--- src/rtl/bdet_pkg.sv ---
// package for the button press event detector
// shared types, event codes, register map and reset values; no dependencies
package bdet_pkg;

  // event codes carried in each result word
  typedef enum logic [1:0] {
    EvDown  = 2'd0,
    EvUp    = 2'd1,
    EvLong  = 2'd2,
    EvCombo = 2'd3
  } ev_e;

  // configuration register indexes
  typedef enum logic [1:0] {
    RegDebounce  = 2'd0,
    RegLongPress = 2'd1,
    RegCombo     = 2'd2,
    RegNone      = 2'd3
  } reg_e;

  localparam int unsigned ApbAddrW   = 4;
  localparam int unsigned ApbDataW   = 32;
  localparam int unsigned TimeW      = 32;
  localparam int unsigned DurW       = 16;
  localparam int unsigned CountW     = 8;
  localparam int unsigned MaxEvents  = 3;

  localparam logic [DurW-1:0]   DebounceReset  = 16'd20;
  localparam logic [DurW-1:0]   LongPressReset = 16'd1000;
  localparam logic [CountW-1:0] ComboReset     = 8'd2;
  localparam logic [CountW-1:0] CountMax       = 8'd255;

  localparam int unsigned QueueDepthDefault = 4;

  typedef struct packed {
    logic [DurW-1:0]   debounce_ms;
    logic [DurW-1:0]   long_press_ms;
    logic [CountW-1:0] combo_threshold;
  } cfg_t;

  // events caused by one sample, ev[0] first, n of them valid (1 to 3)
  typedef struct packed {
    logic [1:0]                n;
    logic [MaxEvents-1:0][1:0] ev;
  } bundle_t;

  typedef struct packed {
    logic    valid;
    bundle_t data;
  } push_t;

  typedef struct packed {
    logic full;
    logic empty;
  } q_stat_t;

endpackage

--- src/rtl/bdet_if.sv ---
// handshake channels of the button press event detector
// depends on bdet_pkg for field widths
interface bdet_sample_if
  import bdet_pkg::*;
();
  logic             valid;
  logic             ready;
  logic             level;
  logic [TimeW-1:0] now_ms;

  modport source (output valid, output level, output now_ms, input ready);
  modport sink (input valid, input level, input now_ms, output ready);
endinterface

interface bdet_event_if;
  logic       valid;
  logic       ready;
  logic [1:0] event_res;
  logic       last;

  modport source (output valid, output event_res, output last, input ready);
  modport sink (input valid, input event_res, input last, output ready);
endinterface

--- src/rtl/button_press_event_detector.sv ---
// button press event detector: one sample word in, up to three event words out
// sample to event: a bundle enters the queue on the accepting edge, then its words pass the output register
// throughput: one sample per cycle while the bundle queue has room; words leave
// one per cycle from the output register, so the event port sets the drain rate
// reset: asynchronous active low, clears debounce state, press count and queue,
// loads the register defaults (debounce 20, long press 1000, combo 2)
module button_press_event_detector
  import bdet_pkg::*;
#(
  parameter int unsigned QueueDepth = QueueDepthDefault
) (
  input  logic                clk_i,
  input  logic                rst_ni,
  bdet_sample_if.sink         sample_i,
  bdet_event_if.source        event_o,
  input  logic                psel,
  input  logic                penable,
  input  logic                pwrite,
  input  logic [ApbAddrW-1:0] paddr,
  input  logic [ApbDataW-1:0] pwdata,
  output logic [ApbDataW-1:0] prdata,
  output logic                pready
);

  cfg_t    cfg;
  push_t   push;
  bundle_t head;
  q_stat_t q_stat;
  logic    pop;

  // register block
  bdet_cfg u_cfg (
    .clk_i   (clk_i),
    .rst_ni  (rst_ni),
    .psel    (psel),
    .penable (penable),
    .pwrite  (pwrite),
    .paddr   (paddr),
    .pwdata  (pwdata),
    .prdata  (prdata),
    .pready  (pready),
    .cfg_o   (cfg)
  );

  // front: debounce and event classification, one sample a cycle while the queue has room
  bdet_front u_front (
    .clk_i    (clk_i),
    .rst_ni   (rst_ni),
    .sample_i (sample_i),
    .cfg_i    (cfg),
    .q_stat_i (q_stat),
    .push_o   (push)
  );

  // samples that cause no event never enter the queue
  bdet_queue #(
    .Depth (QueueDepth)
  ) u_queue (
    .clk_i  (clk_i),
    .rst_ni (rst_ni),
    .push_i (push),
    .pop_i  (pop),
    .head_o (head),
    .stat_o (q_stat)
  );

  // back: serialise bundles, mark the last word of each
  bdet_back u_back (
    .clk_i    (clk_i),
    .rst_ni   (rst_ni),
    .head_i   (head),
    .q_stat_i (q_stat),
    .pop_o    (pop),
    .event_o  (event_o)
  );

  // front never pushes into a full queue
  a_no_overflow: assert property (@(posedge clk_i) disable iff (!rst_ni)
    push.valid |-> !q_stat.full)
    else $error("bundle pushed into full queue");

  // back only pops a queue that holds something
  a_no_underflow: assert property (@(posedge clk_i) disable iff (!rst_ni)
    pop |-> !q_stat.empty)
    else $error("pop from empty queue");

  // a new word appears only if the queue held a bundle
  a_word_source: assert property (@(posedge clk_i) disable iff (!rst_ni)
    $rose(event_o.valid) |-> $past(!q_stat.empty))
    else $error("event word without queued bundle");

endmodule

--- src/rtl/bdet_cfg.sv ---
// apb register block: debounce time, long press time, combo threshold
// depends on bdet_pkg
module bdet_cfg
  import bdet_pkg::*;
(
  input  logic                clk_i,
  input  logic                rst_ni,
  input  logic                psel,
  input  logic                penable,
  input  logic                pwrite,
  input  logic [ApbAddrW-1:0] paddr,
  input  logic [ApbDataW-1:0] pwdata,
  output logic [ApbDataW-1:0] prdata,
  output logic                pready,
  output cfg_t                cfg_o
);

  cfg_t cfg_q, cfg_d;
  reg_e sel;
  logic wr_en;

  assign sel    = reg_e'(paddr[3:2]);
  assign pready = 1'b1;
  assign wr_en  = psel && penable && pwrite;
  assign cfg_o  = cfg_q;

  always_comb begin
    cfg_d = cfg_q;
    if (wr_en) begin
      unique case (sel)
        RegDebounce:  cfg_d.debounce_ms     = pwdata[DurW-1:0];
        RegLongPress: cfg_d.long_press_ms   = pwdata[DurW-1:0];
        RegCombo:     cfg_d.combo_threshold = pwdata[CountW-1:0];
        default: ;
      endcase
    end
  end

  always_comb begin
    unique case (sel)
      RegDebounce:  prdata = ApbDataW'(cfg_q.debounce_ms);
      RegLongPress: prdata = ApbDataW'(cfg_q.long_press_ms);
      RegCombo:     prdata = ApbDataW'(cfg_q.combo_threshold);
      default:      prdata = '0;
    endcase
  end

  always_ff @(posedge clk_i or negedge rst_ni) begin
    if (!rst_ni) begin
      cfg_q.debounce_ms     <= DebounceReset;
      cfg_q.long_press_ms   <= LongPressReset;
      cfg_q.combo_threshold <= ComboReset;
    end else begin
      cfg_q <= cfg_d;
    end
  end

endmodule

--- src/rtl/bdet_front.sv ---
// front part: takes samples, tracks debounce state, builds the event bundle
// depends on bdet_pkg and bdet_if
module bdet_front
  import bdet_pkg::*;
(
  input  logic          clk_i,
  input  logic          rst_ni,
  bdet_sample_if.sink   sample_i,
  input  cfg_t          cfg_i,
  input  q_stat_t       q_stat_i,
  output push_t         push_o
);

  logic              held_q, held_d;
  logic              pending_q, pending_d;
  logic              down_q, down_d;
  logic [TimeW-1:0]  change_time_q, change_time_d;
  logic [CountW-1:0] count_q, count_d;

  logic              accept;
  logic              same;
  logic              take;
  logic [TimeW-1:0]  elapsed;
  logic [TimeW-1:0]  elapsed_long;
  bundle_t           bundle;

  assign sample_i.ready = !q_stat_i.full;
  assign accept         = sample_i.valid && sample_i.ready;
  assign same           = (sample_i.level == held_q);
  assign elapsed        = sample_i.now_ms - change_time_q;
  assign take           = same && pending_q && (elapsed >= TimeW'(cfg_i.debounce_ms));
  // a level change restarts the clock, so nothing has elapsed
  assign elapsed_long   = same ? elapsed : '0;

  always_comb begin
    held_d        = held_q;
    pending_d     = pending_q;
    down_d        = down_q;
    change_time_d = change_time_q;
    count_d       = count_q;
    bundle        = '0;
    if (!same) begin
      pending_d     = 1'b1;
      held_d        = sample_i.level;
      change_time_d = sample_i.now_ms;
    end else if (take) begin
      pending_d = 1'b0;
      if (!held_q) begin
        down_d       = 1'b1;
        bundle.ev[0] = EvDown;
        count_d      = (count_q == CountMax) ? count_q : count_q + 1'b1;
        if (count_d >= cfg_i.combo_threshold) begin
          bundle.ev[1] = EvCombo;
          bundle.n     = 2'd2;
        end else begin
          bundle.n = 2'd1;
        end
      end else begin
        down_d       = 1'b0;
        bundle.ev[0] = EvUp;
        bundle.n     = 2'd1;
      end
    end
    if (down_d && (elapsed_long >= TimeW'(cfg_i.long_press_ms))) begin
      down_d              = 1'b0;
      bundle.ev[bundle.n] = EvLong;
      bundle.n            = bundle.n + 2'd1;
    end
  end

  assign push_o.valid = accept && (bundle.n != 2'd0);
  assign push_o.data  = bundle;

  always_ff @(posedge clk_i or negedge rst_ni) begin
    if (!rst_ni) begin
      held_q        <= 1'b0;
      pending_q     <= 1'b0;
      down_q        <= 1'b0;
      change_time_q <= '0;
      count_q       <= '0;
    end else if (accept) begin
      held_q        <= held_d;
      pending_q     <= pending_d;
      down_q        <= down_d;
      change_time_q <= change_time_d;
      count_q       <= count_d;
    end
  end

endmodule

--- src/rtl/bdet_queue.sv ---
// short bundle queue between the front and back parts
// depends on bdet_pkg
module bdet_queue
  import bdet_pkg::*;
#(
  parameter int unsigned Depth = QueueDepthDefault
) (
  input  logic    clk_i,
  input  logic    rst_ni,
  input  push_t   push_i,
  input  logic    pop_i,
  output bundle_t head_o,
  output q_stat_t stat_o
);

  localparam int unsigned PtrW = (Depth > 1) ? $clog2(Depth) : 1;
  localparam int unsigned CntW = $clog2(Depth + 1);

  bundle_t           mem_q [Depth];
  logic [PtrW-1:0]   wr_ptr_q, rd_ptr_q;
  logic [CntW-1:0]   cnt_q;
  logic              do_push, do_pop;

  assign stat_o.full  = (cnt_q == CntW'(Depth));
  assign stat_o.empty = (cnt_q == '0);
  assign do_push      = push_i.valid && !stat_o.full;
  assign do_pop       = pop_i && !stat_o.empty;
  assign head_o       = mem_q[rd_ptr_q];

  function automatic logic [PtrW-1:0] bump(input logic [PtrW-1:0] p);
    return (p == PtrW'(Depth - 1)) ? '0 : p + 1'b1;
  endfunction

  always_ff @(posedge clk_i) begin
    if (do_push) begin
      mem_q[wr_ptr_q] <= push_i.data;
    end
  end

  always_ff @(posedge clk_i or negedge rst_ni) begin
    if (!rst_ni) begin
      wr_ptr_q <= '0;
      rd_ptr_q <= '0;
      cnt_q    <= '0;
    end else begin
      if (do_push) begin
        wr_ptr_q <= bump(wr_ptr_q);
      end
      if (do_pop) begin
        rd_ptr_q <= bump(rd_ptr_q);
      end
      if (do_push && !do_pop) begin
        cnt_q <= cnt_q + 1'b1;
      end else if (do_pop && !do_push) begin
        cnt_q <= cnt_q - 1'b1;
      end
    end
  end

endmodule

--- src/rtl/bdet_back.sv ---
// back part: splits each bundle into words behind an output register
// depends on bdet_pkg and bdet_if
module bdet_back
  import bdet_pkg::*;
(
  input  logic          clk_i,
  input  logic          rst_ni,
  input  bundle_t       head_i,
  input  q_stat_t       q_stat_i,
  output logic          pop_o,
  bdet_event_if.source  event_o
);

  logic       valid_q;
  logic [1:0] ev_q;
  logic       last_q;
  logic [1:0] idx_q;
  logic       load;
  logic       step;
  logic       word_last;

  assign load      = !valid_q || event_o.ready;
  assign step      = load && !q_stat_i.empty;
  assign word_last = (idx_q == head_i.n - 2'd1);
  assign pop_o     = step && word_last;

  assign event_o.valid     = valid_q;
  assign event_o.event_res = ev_q;
  assign event_o.last      = last_q;

  always_ff @(posedge clk_i) begin
    if (step) begin
      ev_q   <= head_i.ev[idx_q];
      last_q <= word_last;
    end
  end

  always_ff @(posedge clk_i or negedge rst_ni) begin
    if (!rst_ni) begin
      valid_q <= 1'b0;
      idx_q   <= '0;
    end else begin
      if (load) begin
        valid_q <= !q_stat_i.empty;
      end
      if (step) begin
        idx_q <= word_last ? 2'd0 : idx_q + 2'd1;
      end
    end
  end

endmodule

--- src/flat_wrapper.sv ---
// flat-port wrapper written by rule: the top's interface ports become plain ports
module button_press_event_detector_flat import bdet_pkg::*;
#(
  parameter int unsigned QueueDepth = QueueDepthDefault
)
  (clk_i, rst_ni, psel, penable, pwrite, paddr, pwdata, prdata, pready, sample_i_valid, sample_i_level, sample_i_now_ms, sample_i_ready, event_o_valid, event_o_event_res, event_o_last, event_o_ready);
  bdet_sample_if sample_i_i ();
  bdet_event_if event_o_i ();
  input  logic clk_i;
  input  logic rst_ni;
  input  logic psel;
  input  logic penable;
  input  logic pwrite;
  input  logic [ApbAddrW-1:0] paddr;
  input  logic [ApbDataW-1:0] pwdata;
  output logic [ApbDataW-1:0] prdata;
  output logic pready;
  input wire logic [$bits(sample_i_i.valid)-1:0] sample_i_valid;
  input wire logic [$bits(sample_i_i.level)-1:0] sample_i_level;
  input wire logic [$bits(sample_i_i.now_ms)-1:0] sample_i_now_ms;
  output wire logic [$bits(sample_i_i.ready)-1:0] sample_i_ready;
  output wire logic [$bits(event_o_i.valid)-1:0] event_o_valid;
  output wire logic [$bits(event_o_i.event_res)-1:0] event_o_event_res;
  output wire logic [$bits(event_o_i.last)-1:0] event_o_last;
  input wire logic [$bits(event_o_i.ready)-1:0] event_o_ready;
  assign sample_i_i.valid = sample_i_valid;
  assign sample_i_i.level = sample_i_level;
  assign sample_i_i.now_ms = sample_i_now_ms;
  assign sample_i_ready = sample_i_i.ready;
  assign event_o_valid = event_o_i.valid;
  assign event_o_event_res = event_o_i.event_res;
  assign event_o_last = event_o_i.last;
  assign event_o_i.ready = event_o_ready;
  button_press_event_detector #(.QueueDepth(QueueDepth)) u_core (.clk_i(clk_i), .rst_ni(rst_ni), .sample_i(sample_i_i), .event_o(event_o_i), .psel(psel), .penable(penable), .pwrite(pwrite), .paddr(paddr), .pwdata(pwdata), .prdata(prdata), .pready(pready));
endmodule
--- config.mk ---
export PLATFORM = sky130hd
export DESIGN_NAME = button_press_event_detector_flat
export DESIGN_NICKNAME = d
export VERILOG_FILES = /design/src/rtl/bdet_pkg.sv /design/src/rtl/bdet_if.sv /design/src/rtl/button_press_event_detector.sv /design/src/rtl/bdet_cfg.sv /design/src/rtl/bdet_front.sv /design/src/rtl/bdet_queue.sv /design/src/rtl/bdet_back.sv /design/src/flat_wrapper.sv
export SDC_FILE = /design/constraint.sdc
export NUM_CORES = 1
export LEC_CHECK = 0
export BUFFER_PORTS_ARGS = -buffer_cell sky130_fd_sc_hd__buf_2
export CORE_MARGIN = 3
export CORE_UTILIZATION = 45
export DETAILED_ROUTE_END_ITERATION = 16
export REMOVE_ABC_BUFFERS = 1
export SLEW_MARGIN = 20
export SYNTH_ARGS = -nofsm -noshare
export SYNTH_HDL_FRONTEND = slang
export SYNTH_SLANG_ARGS = --single-unit
--- constraint.sdc ---
create_clock -name clk_i -period 16 [get_ports clk_i]
set_input_delay 3.2 -clock clk_i [delete_from_list [all_inputs] [get_ports clk_i]]
set_output_delay 3.2 -clock clk_i [all_outputs]
set_load 0.01 [all_outputs]
==> flow_summary.yaml, run 1 <==
outcome:
  run_status: "finished clean"
synth:
  netlist.area_leader.share_pct: 23.80
  synthCells: 914
  edff_count_synth: 31
  syn_area_per_cell_sq_um: 9.662
  post_synth_num_cell_types: 70
  yosysTopAreaCell: "dfrtp_1"
  asyncSetResetFlopFracSynth_pct: 75.00
  yosysSeqAreaShare_pct: 37.02
  yosys_most_used_dff: "dfrtp_1"
  ys.warnings.count: 0
  flip_flop_and_latch_count_after_synthesis: 124
  netlist_top_cells_area: "dfrtp_1 24%, ha_1 11%, edfxtp_1 11%"
  syn-cell-area_sq_mm: 0.008831
power:
  power_density_mw_per_mm2: 199.5
  static-leakage-power_nw: 4.614
  maximum_vdd_drop_mv: 0.09501
setup_path:
  worst_r2r_endpoint: "u_core.u_queue.cnt_q[2]"
  critPathSlowestCell: "o21ai_0"
  arrival_ns: 9.41
  rr_worst_depth: 27
  crit_fanout: 7
  setup.worst_path.class: "input pin to flop"
  worst_path_most_repeated_cell: "ha_1"
  critPathMaxStageDelay_ns: 0.44
  critical_path_required_ns: 16.35
  r2r-start: "u_core.u_front.change_time_q[0]"
  timing.reg2reg.setup_slack_ns: 9.48
  worstSetupEndpointType: "flop"
  worstSetupStartpointType: "input pin"
floorplan:
  dieHeight_microns: 146.1
  number_of_core_rows: 50
  floorplan.die_area_sq_mm: 0.02134
  die-width_microns: 146.1
  initial_utilization_pct: 46.43
  ios: 114
  core_area_sq_mm: 0.01902
detailed_routing:
  antenna_violating_nets_post_route: 0
  route.top_layer_used: "met4"
  detail_route.drc_violations: 0
  first_iter_violations: 362
  routed_via_density: 5.250
  met3_wirelength_microns: 745
  drt_wl_total_microns: 19450
  detailroute.via_count: 6583
  dr.pass1.iters: 4
  post_drt_wl_per_cell_microns: 15.51
  met2_wirelength_microns: 9223
  detail_route.wirelength.met1_microns: 9273
final_layout:
  design.final.nets: 1140
  synthToLayoutAreaGrowth_pct: 12.85
  fin_util_pct: 52.40
  fraction_of_layout_instances_using_a_drive_strength_above_1_pct: 21.63
  fill_cells: 1815
  antenna_cells_inserted: 0
min_path:
  hold_path_end: "u_core.u_queue.cnt_q[2]"
  holdCritPathClass: "flop to flop"
  min_delay_path_depth: 1
  holdCritStartpoint: "u_core.u_queue.cnt_q[2]"
cts:
  cts-htree-levels: 4
  cts.path.max_buffers: 2
  clkLatencyLatePin_ns: 0.43
  cts_root_buffer: "clkbuf_16"
  clk_transition_reported_paths_ns: 0.06
  cts.sink_count: 124
  number_of_buffers_inserted_during_clock_tree_synthesis: 17
  cts_repair_resize_count: 0
  cts_hold_buf: 0
  post-cts-setup-buffers: 0
  cts_tree: "yes"
timing:
  maxSlewViolCount: 0
  fmaxAchievable_mhz: 110.4
  tightestPinTransition_ns: 0.9874
  final_min_period_over_clock_period_pct: 56.64
  finalWorstPathRequiredPeriod_ns: 9.062
  finalHoldWorstSlack_ns: 0.5015
  grt_setup_unrepaired: "false"
  timing.final.setup_violations: 0
  finalSetupTns_ns: 0
  worst_clock_skew_on_the_final_layout_ns: 0.01251
  slew_headroom_pct: 34.17
  timing_hold_violations_final: 0
place:
  dp_hpwl_microns: 14730
  placement.io_buffers: 78
  gp_routability_congestion: 0.8722
global_routing:
  grt_pass1_wl_microns: 32660
  vias_in_the_first_global_route: 6545
  grt_start_max_net_pins: 76
  grt_use_total_pct: 18.74
  number_of_antenna_violations_at_the_first_check_in_global_routing: 0
  global_route.overflow_total: 0
run:
  max_cap_viol_count: 0
worst max-delay path, delay by kind of cell:
kind / cells / cell delay [ns]
compound gates: 8 / 2.12
xor+xnor: 3 / 0.47
fa+ha+maj: 6 / 1.93
buf+inv: 3 / 0.21
simple gates: 9 / 1.48
worst max-delay path by stage:
| stage | from | slack [ns] | to | depth (start not counted) |
|---|---|---|---|---|
| finish | sample_i_now_ms[0] | 6.94 | u_core.u_queue.cnt_q[2] | 29 |
| global route | sample_i_now_ms[0] | 6.52 | u_core.u_queue.cnt_q[2] | 29 |
| CTS | sample_i_now_ms[0] | 7.11 | u_core.u_queue.cnt_q[2] | 29 |
| detailed placement | sample_i_now_ms[0] | 6.76 | u_core.u_queue.cnt_q[2] | 29 |
| global placement | sample_i_now_ms[0] | 6.88 | u_core.u_queue.cnt_q[2] | 29 |
| floorplan | sample_i_now_ms[0] | 7.73 | u_core.u_queue.cnt_q[1] | 27 |
registers in the layout, indices dropped and copies added (netlist names):
signal / count
u_core.u_front.pending_q: 1
u_core.u_front.down_q: 1
u_core.u_queue.rd_ptr_q: 2
u_core.u_front.change_time_q: 32
u_core.u_front.count_q: 8
u_core.u_queue.cnt_q: 3
u_core.u_back.idx_q: 2
u_core.u_back.event_o.valid: 1
u_core.u_back.event_o.last: 1
u_core.u_back.event_o.event_res: 2
u_core.u_queue.mem_q: 28
u_core.u_front.held_q: 1
u_core.u_cfg.cfg_o: 40
u_core.u_queue.wr_ptr_q: 2
through the flow:
step	instance area, sq um	power [W]	setup slack, ns	cells
after global routing	9966	0.002172	6.523	1254
after global placement	9378	0.001579	6.881	1222
after floorplan	8620	0.001337	7.728	880
after CTS	9966	0.002001	7.108	1254
final	9966	0.001988	6.938	1254
after detailed placement	9378	0.001598	6.763	1222
cell usage in the layout, fill, tap and decap left out, types with 9 or more instances in the layout:
master,Yosys,layout
a21o_1,25,25
a21oi_1,49,49
and2_1,22,22
buf_2,10,77
clkbuf_16,0,17
conb_1,2,17
dfrtp_1,84,84
dfstp_2,9,9
edfxtp_1,31,31
ha_1,81,81
inv_1,83,83
mux2_2,52,52
mux2i_1,21,21
nand2_1,83,83
nand2b_1,11,11
nand3_1,18,17
nand4_1,14,14
nor2_1,49,49
nor3_1,14,13
o21a_1,10,10
o21ai_0,58,58
xnor2_1,17,17
xor2_1,15,15
routing by layer:
layer	vias up	GRT usage (%)
li1	3348	-
met1	3090	25.09
met2	131	31.68
met3	14	3.600
met4	0	4.374
met5	-	0
layout make-up:
cell class	count	area, sq um	share of cell area [%]
Clock inverter	14	158.9	1.594
Timing Repair Buffer	82	422.9	4.244
Sequential cell	124	3269	32.81
Inverter	83	311.5	3.126
Clock buffer	18	429.2	4.306
Multi-Input combinational cell	673	5049	50.66
Tap cell	260	325.3	3.264
cells by family after synthesis:
logic type | count (synthesis) | share of synthesized area [%]
buffers and inverters | 132 | 6.560
flip-flops | 124 | 37.02
multiplexers | 89 | 12.28
AND/OR/NAND/NOR | 243 | 13.39
AO/OA/AOI/OAI | 209 | 15.56
other | 2 | 0.08504
XOR/XNOR | 32 | 3.174
adder cells (fa/ha/maj) | 83 | 11.93
power by group:
| part | leakage, nW | internal [W] | total [W] | switching, W |
|---|---|---|---|---|
| sequential | 1.40 | 0.000440 | 0.000512 | 0.0000717 |
| clock | 0.276 | 0.000232 | 0.000389 | 0.000157 |
| combinational | 2.94 | 0.000475 | 0.00109 | 0.000611 |
Yosys cell counts, drive strengths merged, types with 2 or more instances:
master,count
a21o,25
fa,2
conb,2
nand2,83
and3,6
o21ai,64
mux2i,21
xor2,15
and2,22
nor3,15
buf,30
ha,81
o2111ai,3
a211oi,9
o22ai,7
xnor2,17
a221oi,4
nand4,15
edfxtp,31
clkbuf,19
a2111oi,3
mux4,7
a211o,4
o211a,2
nand2b,11
mux2,61
or2,5
dfrtp,84
nand3,19
nor2b,7
or3,6
o211ai,8
a21boi,3
o21a,10
inv,83
nor2,49
a31oi,3
dfstp,9
a21oi,54
Power figures use the tool's default switching activity.
==> inputs of run 2 (changes only) <==
--- a/config.mk
+++ b/config.mk
@@ -5,10 +5,12 @@
 export SDC_FILE = /design/constraint.sdc
 export NUM_CORES = 1
 export LEC_CHECK = 0
+export ABC_AREA = 1
 export BUFFER_PORTS_ARGS = -buffer_cell sky130_fd_sc_hd__buf_2
 export CORE_MARGIN = 3
 export CORE_UTILIZATION = 45
 export DETAILED_ROUTE_END_ITERATION = 16
+export PLACE_DENSITY = 0.67
 export REMOVE_ABC_BUFFERS = 1
 export SLEW_MARGIN = 20
 export SYNTH_ARGS = -nofsm -noshare
==> constraint.sdc (replaced) <==
create_clock -name clk_i -period 8 [get_ports clk_i]
set_input_delay 1.6 -clock clk_i [delete_from_list [all_inputs] [get_ports clk_i]]
set_output_delay 1.6 -clock clk_i [all_outputs]
set_load 0.01 [all_outputs]
==> flow_summary.yaml, run 2 <==
power:
  internal_power_w: 0.002175
  static-leakage-power_nw: 5.741
  p_sw_share_pct: 46.67
  power.sequential.fraction_pct: 25.2
  power.share.combinational_pct: 56.5
  switching_power_w: 0.001904
  maximum_vdd_drop_mv: 0.2031
  pwr-share-clk_pct: 18.3
  power_density_mw_per_mm2: 394.8
detailed_routing:
  drt_wl_total_microns: 21240
  first_iter_violations: 555
  dr.pass1.iters: 5
  detail_route.drc_violations: 0
  antenna_violating_nets_post_route: 0
  detailroute.via_count: 7995
  post_drt_wl_per_cell_microns: 12.69
  routed_via_density: 4.776
setup_path:
  worstSetupStartpointType: "input pin"
  arrival_ns: 6.15
  rr_worst_depth: 32
  setup.worst_path.class: "input pin to flop"
  worst_r2r_endpoint: "u_core.u_queue.cnt_q[2]"
  r2r-start: "u_core.u_front.change_time_q[0]"
  timing.reg2reg.setup_slack_ns: 3.08
  worst_path_most_repeated_cell: "inv_1"
  crit_fanout: 7
  critPathSlowestCell: "fa_1"
  critPathMaxStageDelay_ns: 0.39
  critical_path_required_ns: 8.30
  worstSetupEndpointType: "flop"
timing:
  final_min_period_over_clock_period_pct: 73.08
  tightestPinTransition_ns: 0.9963
  worst_clock_skew_on_the_final_layout_ns: 0.01183
  timing.final.setup_violations: 0
  timing_hold_violations_final: 0
  finalWorstPathRequiredPeriod_ns: 5.846
  grt_setup_unrepaired: "false"
  maxSlewViolCount: 0
  slew_headroom_pct: 33.42
  fmaxAchievable_mhz: 171.0
  finalSetupTns_ns: 0
run:
  max_cap_viol_count: 0
synth:
  flip_flop_and_latch_count_after_synthesis: 124
  asyncSetResetFlopFracSynth_pct: 75.00
  syn_area_per_cell_sq_um: 6.955
  synthTopCellsByCount: "369 x nand2_1, 284 x inv_1, 126 x nor2_1, 84 x dfrtp_1, 81 x ha_1"
  edff_count_synth: 31
  synthCells: 1318
  yosysTopAreaCell: "dfrtp_1"
  netlist_top_cells_area: "dfrtp_1 23%, nand2_1 15%, inv_1 12%"
  yosysSeqAreaShare_pct: 35.67
  netlist.area_leader.share_pct: 22.93
  synth.most_common_cell: "nand2_1"
  ys.warnings.count: 0
  post_synth_num_cell_types: 43
  yosys_most_used_dff: "dfrtp_1"
  syn-cell-area_sq_mm: 0.009166
place:
  gp_routability_congestion: 0.8632
  placement.io_buffers: 78
  dp_hpwl_microns: 16640
  place_inst: 1642
final_layout:
  antenna_cells_inserted: 0
  number_of_flip_flops_under_the_largest_register_name: 40
  layout_commonest_cell: "nand2_1"
  final_cell_count_no_fill: 1674
  design.final.nets: 1555
  synthToLayoutAreaGrowth_pct: 12.72
  fraction_of_layout_instances_using_a_drive_strength_above_1_pct: 10.50
  final_cell_mix: "368 x nand2_1, 284 x inv_1, 126 x nor2_1"
  fill_cells: 1940
cts:
  cts.path.max_buffers: 2
  clk_transition_reported_paths_ns: 0.06
  cts_hold_buf: 0
  cts_tree: "yes"
  number_of_buffers_inserted_during_clock_tree_synthesis: 17
  cts-htree-levels: 4
  clkLatencyLatePin_ns: 0.43
  cts_repair_resize_count: 0
  post-cts-setup-buffers: 0
  cts.sink_count: 124
  cts_root_buffer: "clkbuf_16"
outcome:
  run_status: "finished clean"
floorplan:
  dieHeight_microns: 148.7
  core_area_sq_mm: 0.01972
  floorplan.die_area_sq_mm: 0.02212
  die-width_microns: 148.7
  number_of_core_rows: 51
  ios: 114
  initial_utilization_pct: 46.49
global_routing:
  vias_in_the_first_global_route: 7604
  global_route.overflow_total: 0
  number_of_antenna_violations_at_the_first_check_in_global_routing: 0
  grt_use_total_pct: 19.95
  grt_pass1_wl_microns: 35560
  grt_start_max_net_pins: 65
min_path:
  holdCritPathClass: "flop to flop"
  hold_path_end: "u_core.u_cfg.cfg_o[34]"
  min_delay_path_depth: 2
  holdCritStartpoint: "u_core.u_cfg.cfg_o[34]"
==> run 2: changes by cell type after synthesis, moves of 21 or more <==
cell / before / now
nor2_1: 49 / 126
inv_1: 83 / 284
mux2_2: 52 / 2
nand2_1: 83 / 369
and2_1: 22 / 1
a21o_1: 25 / 1
nand3_1: 18 / 48
==> run 2: kinds of logic after synthesis <==
logic type / share of synthesized area [%]
AOI/OAI and AO/OA: 10.10
xor gates and xnor gates: 2.102
adders and majority gates: 11.49
buffers and inverters: 14.06
DFF: 35.67
muxes: 0.3549
other: 0.08193
and+or+nand+nor: 26.14
==> run 2: worst max path at each step <==
| stage | cells past startpoint | end | startpoint |
|---|---|---|---|
| after global routing | 36 | u_core.u_queue.cnt_q[2] | sample_i_now_ms[0] |
| after floorplan | 35 | u_core.u_queue.cnt_q[2] | sample_i_now_ms[0] |
| after CTS | 34 | u_core.u_queue.cnt_q[2] | sample_i_now_ms[0] |
| after detailed placement | 34 | u_core.u_queue.cnt_q[2] | sample_i_now_ms[0] |
| after global placement | 34 | u_core.u_queue.cnt_q[2] | sample_i_now_ms[0] |
| final | 34 | u_core.u_queue.cnt_q[2] | sample_i_now_ms[0] |
==> run 2: final cells by class <==
cell class,count,area (sq um),area share (%)
repair buffers,80,407.9,3.948
clock buffers,17,425.4,4.117
multi-input cells,883,4667,45.17
clock inverters,15,142.6,1.380
inverters,290,1089,10.54
well taps,265,331.6,3.209
flip-flops and latches,124,3269,31.64
==> run 2: per-stage QoR <==
| step | util [%] | area (sq um) | total power [W] | setup WS [ns] | hold WS, ns |
|---|---|---|---|---|---|
| after floorplan | - | 9022 | 0.002781 | 2.349 | 0.4530 |
| after global placement | 49.52 | 9764 | 0.003277 | 1.742 | 0.4675 |
| after detailed placement | 49.52 | 9764 | 0.003344 | 1.680 | 0.4732 |
| after CTS | 52.40 | 10330 | 0.004103 | 2.111 | 0.4873 |
| after global routing | 52.40 | 10330 | 0.004541 | 1.658 | 0.5014 |
| final | 52.40 | 10330 | 0.004079 | 2.154 | 0.4835 |
==> run 2: layer usage <==
metal | up-vias | global-route usage (%) | part of all wire (%)
li1 | 4215 | - | -
met1 | 3605 | 25.86 | 46
met2 | 156 | 34.83 | 48
met3 | 19 | 3.565 | 4.5
met4 | 0 | 4.573 | 1.0
met5 | - | 0 | 0
==> run 2: worst max-delay path, delay by kind of cell <==
kind | cells | cell delay (ns)
compound gates | 4 | 0.53
xor+xnor | 2 | 0.34
fa+ha+maj | 6 | 1.69
buf+inv | 8 | 0.56
simple gates | 14 | 1.42
==> run 2: power groups by stage <==
| stage | clock, W | sequential (W) | combinational, W |
|---|---|---|---|
| after global placement | 0 | 0.00103 | 0.00224 |
| after detailed placement | 0 | 0.00104 | 0.00230 |
| final | 0.000744 | 0.00103 | 0.00231 |
| after global routing | 0.000787 | 0.00106 | 0.00270 |
| after floorplan | 0 | 0.00101 | 0.00177 |
| after CTS | 0.000757 | 0.00103 | 0.00232 |
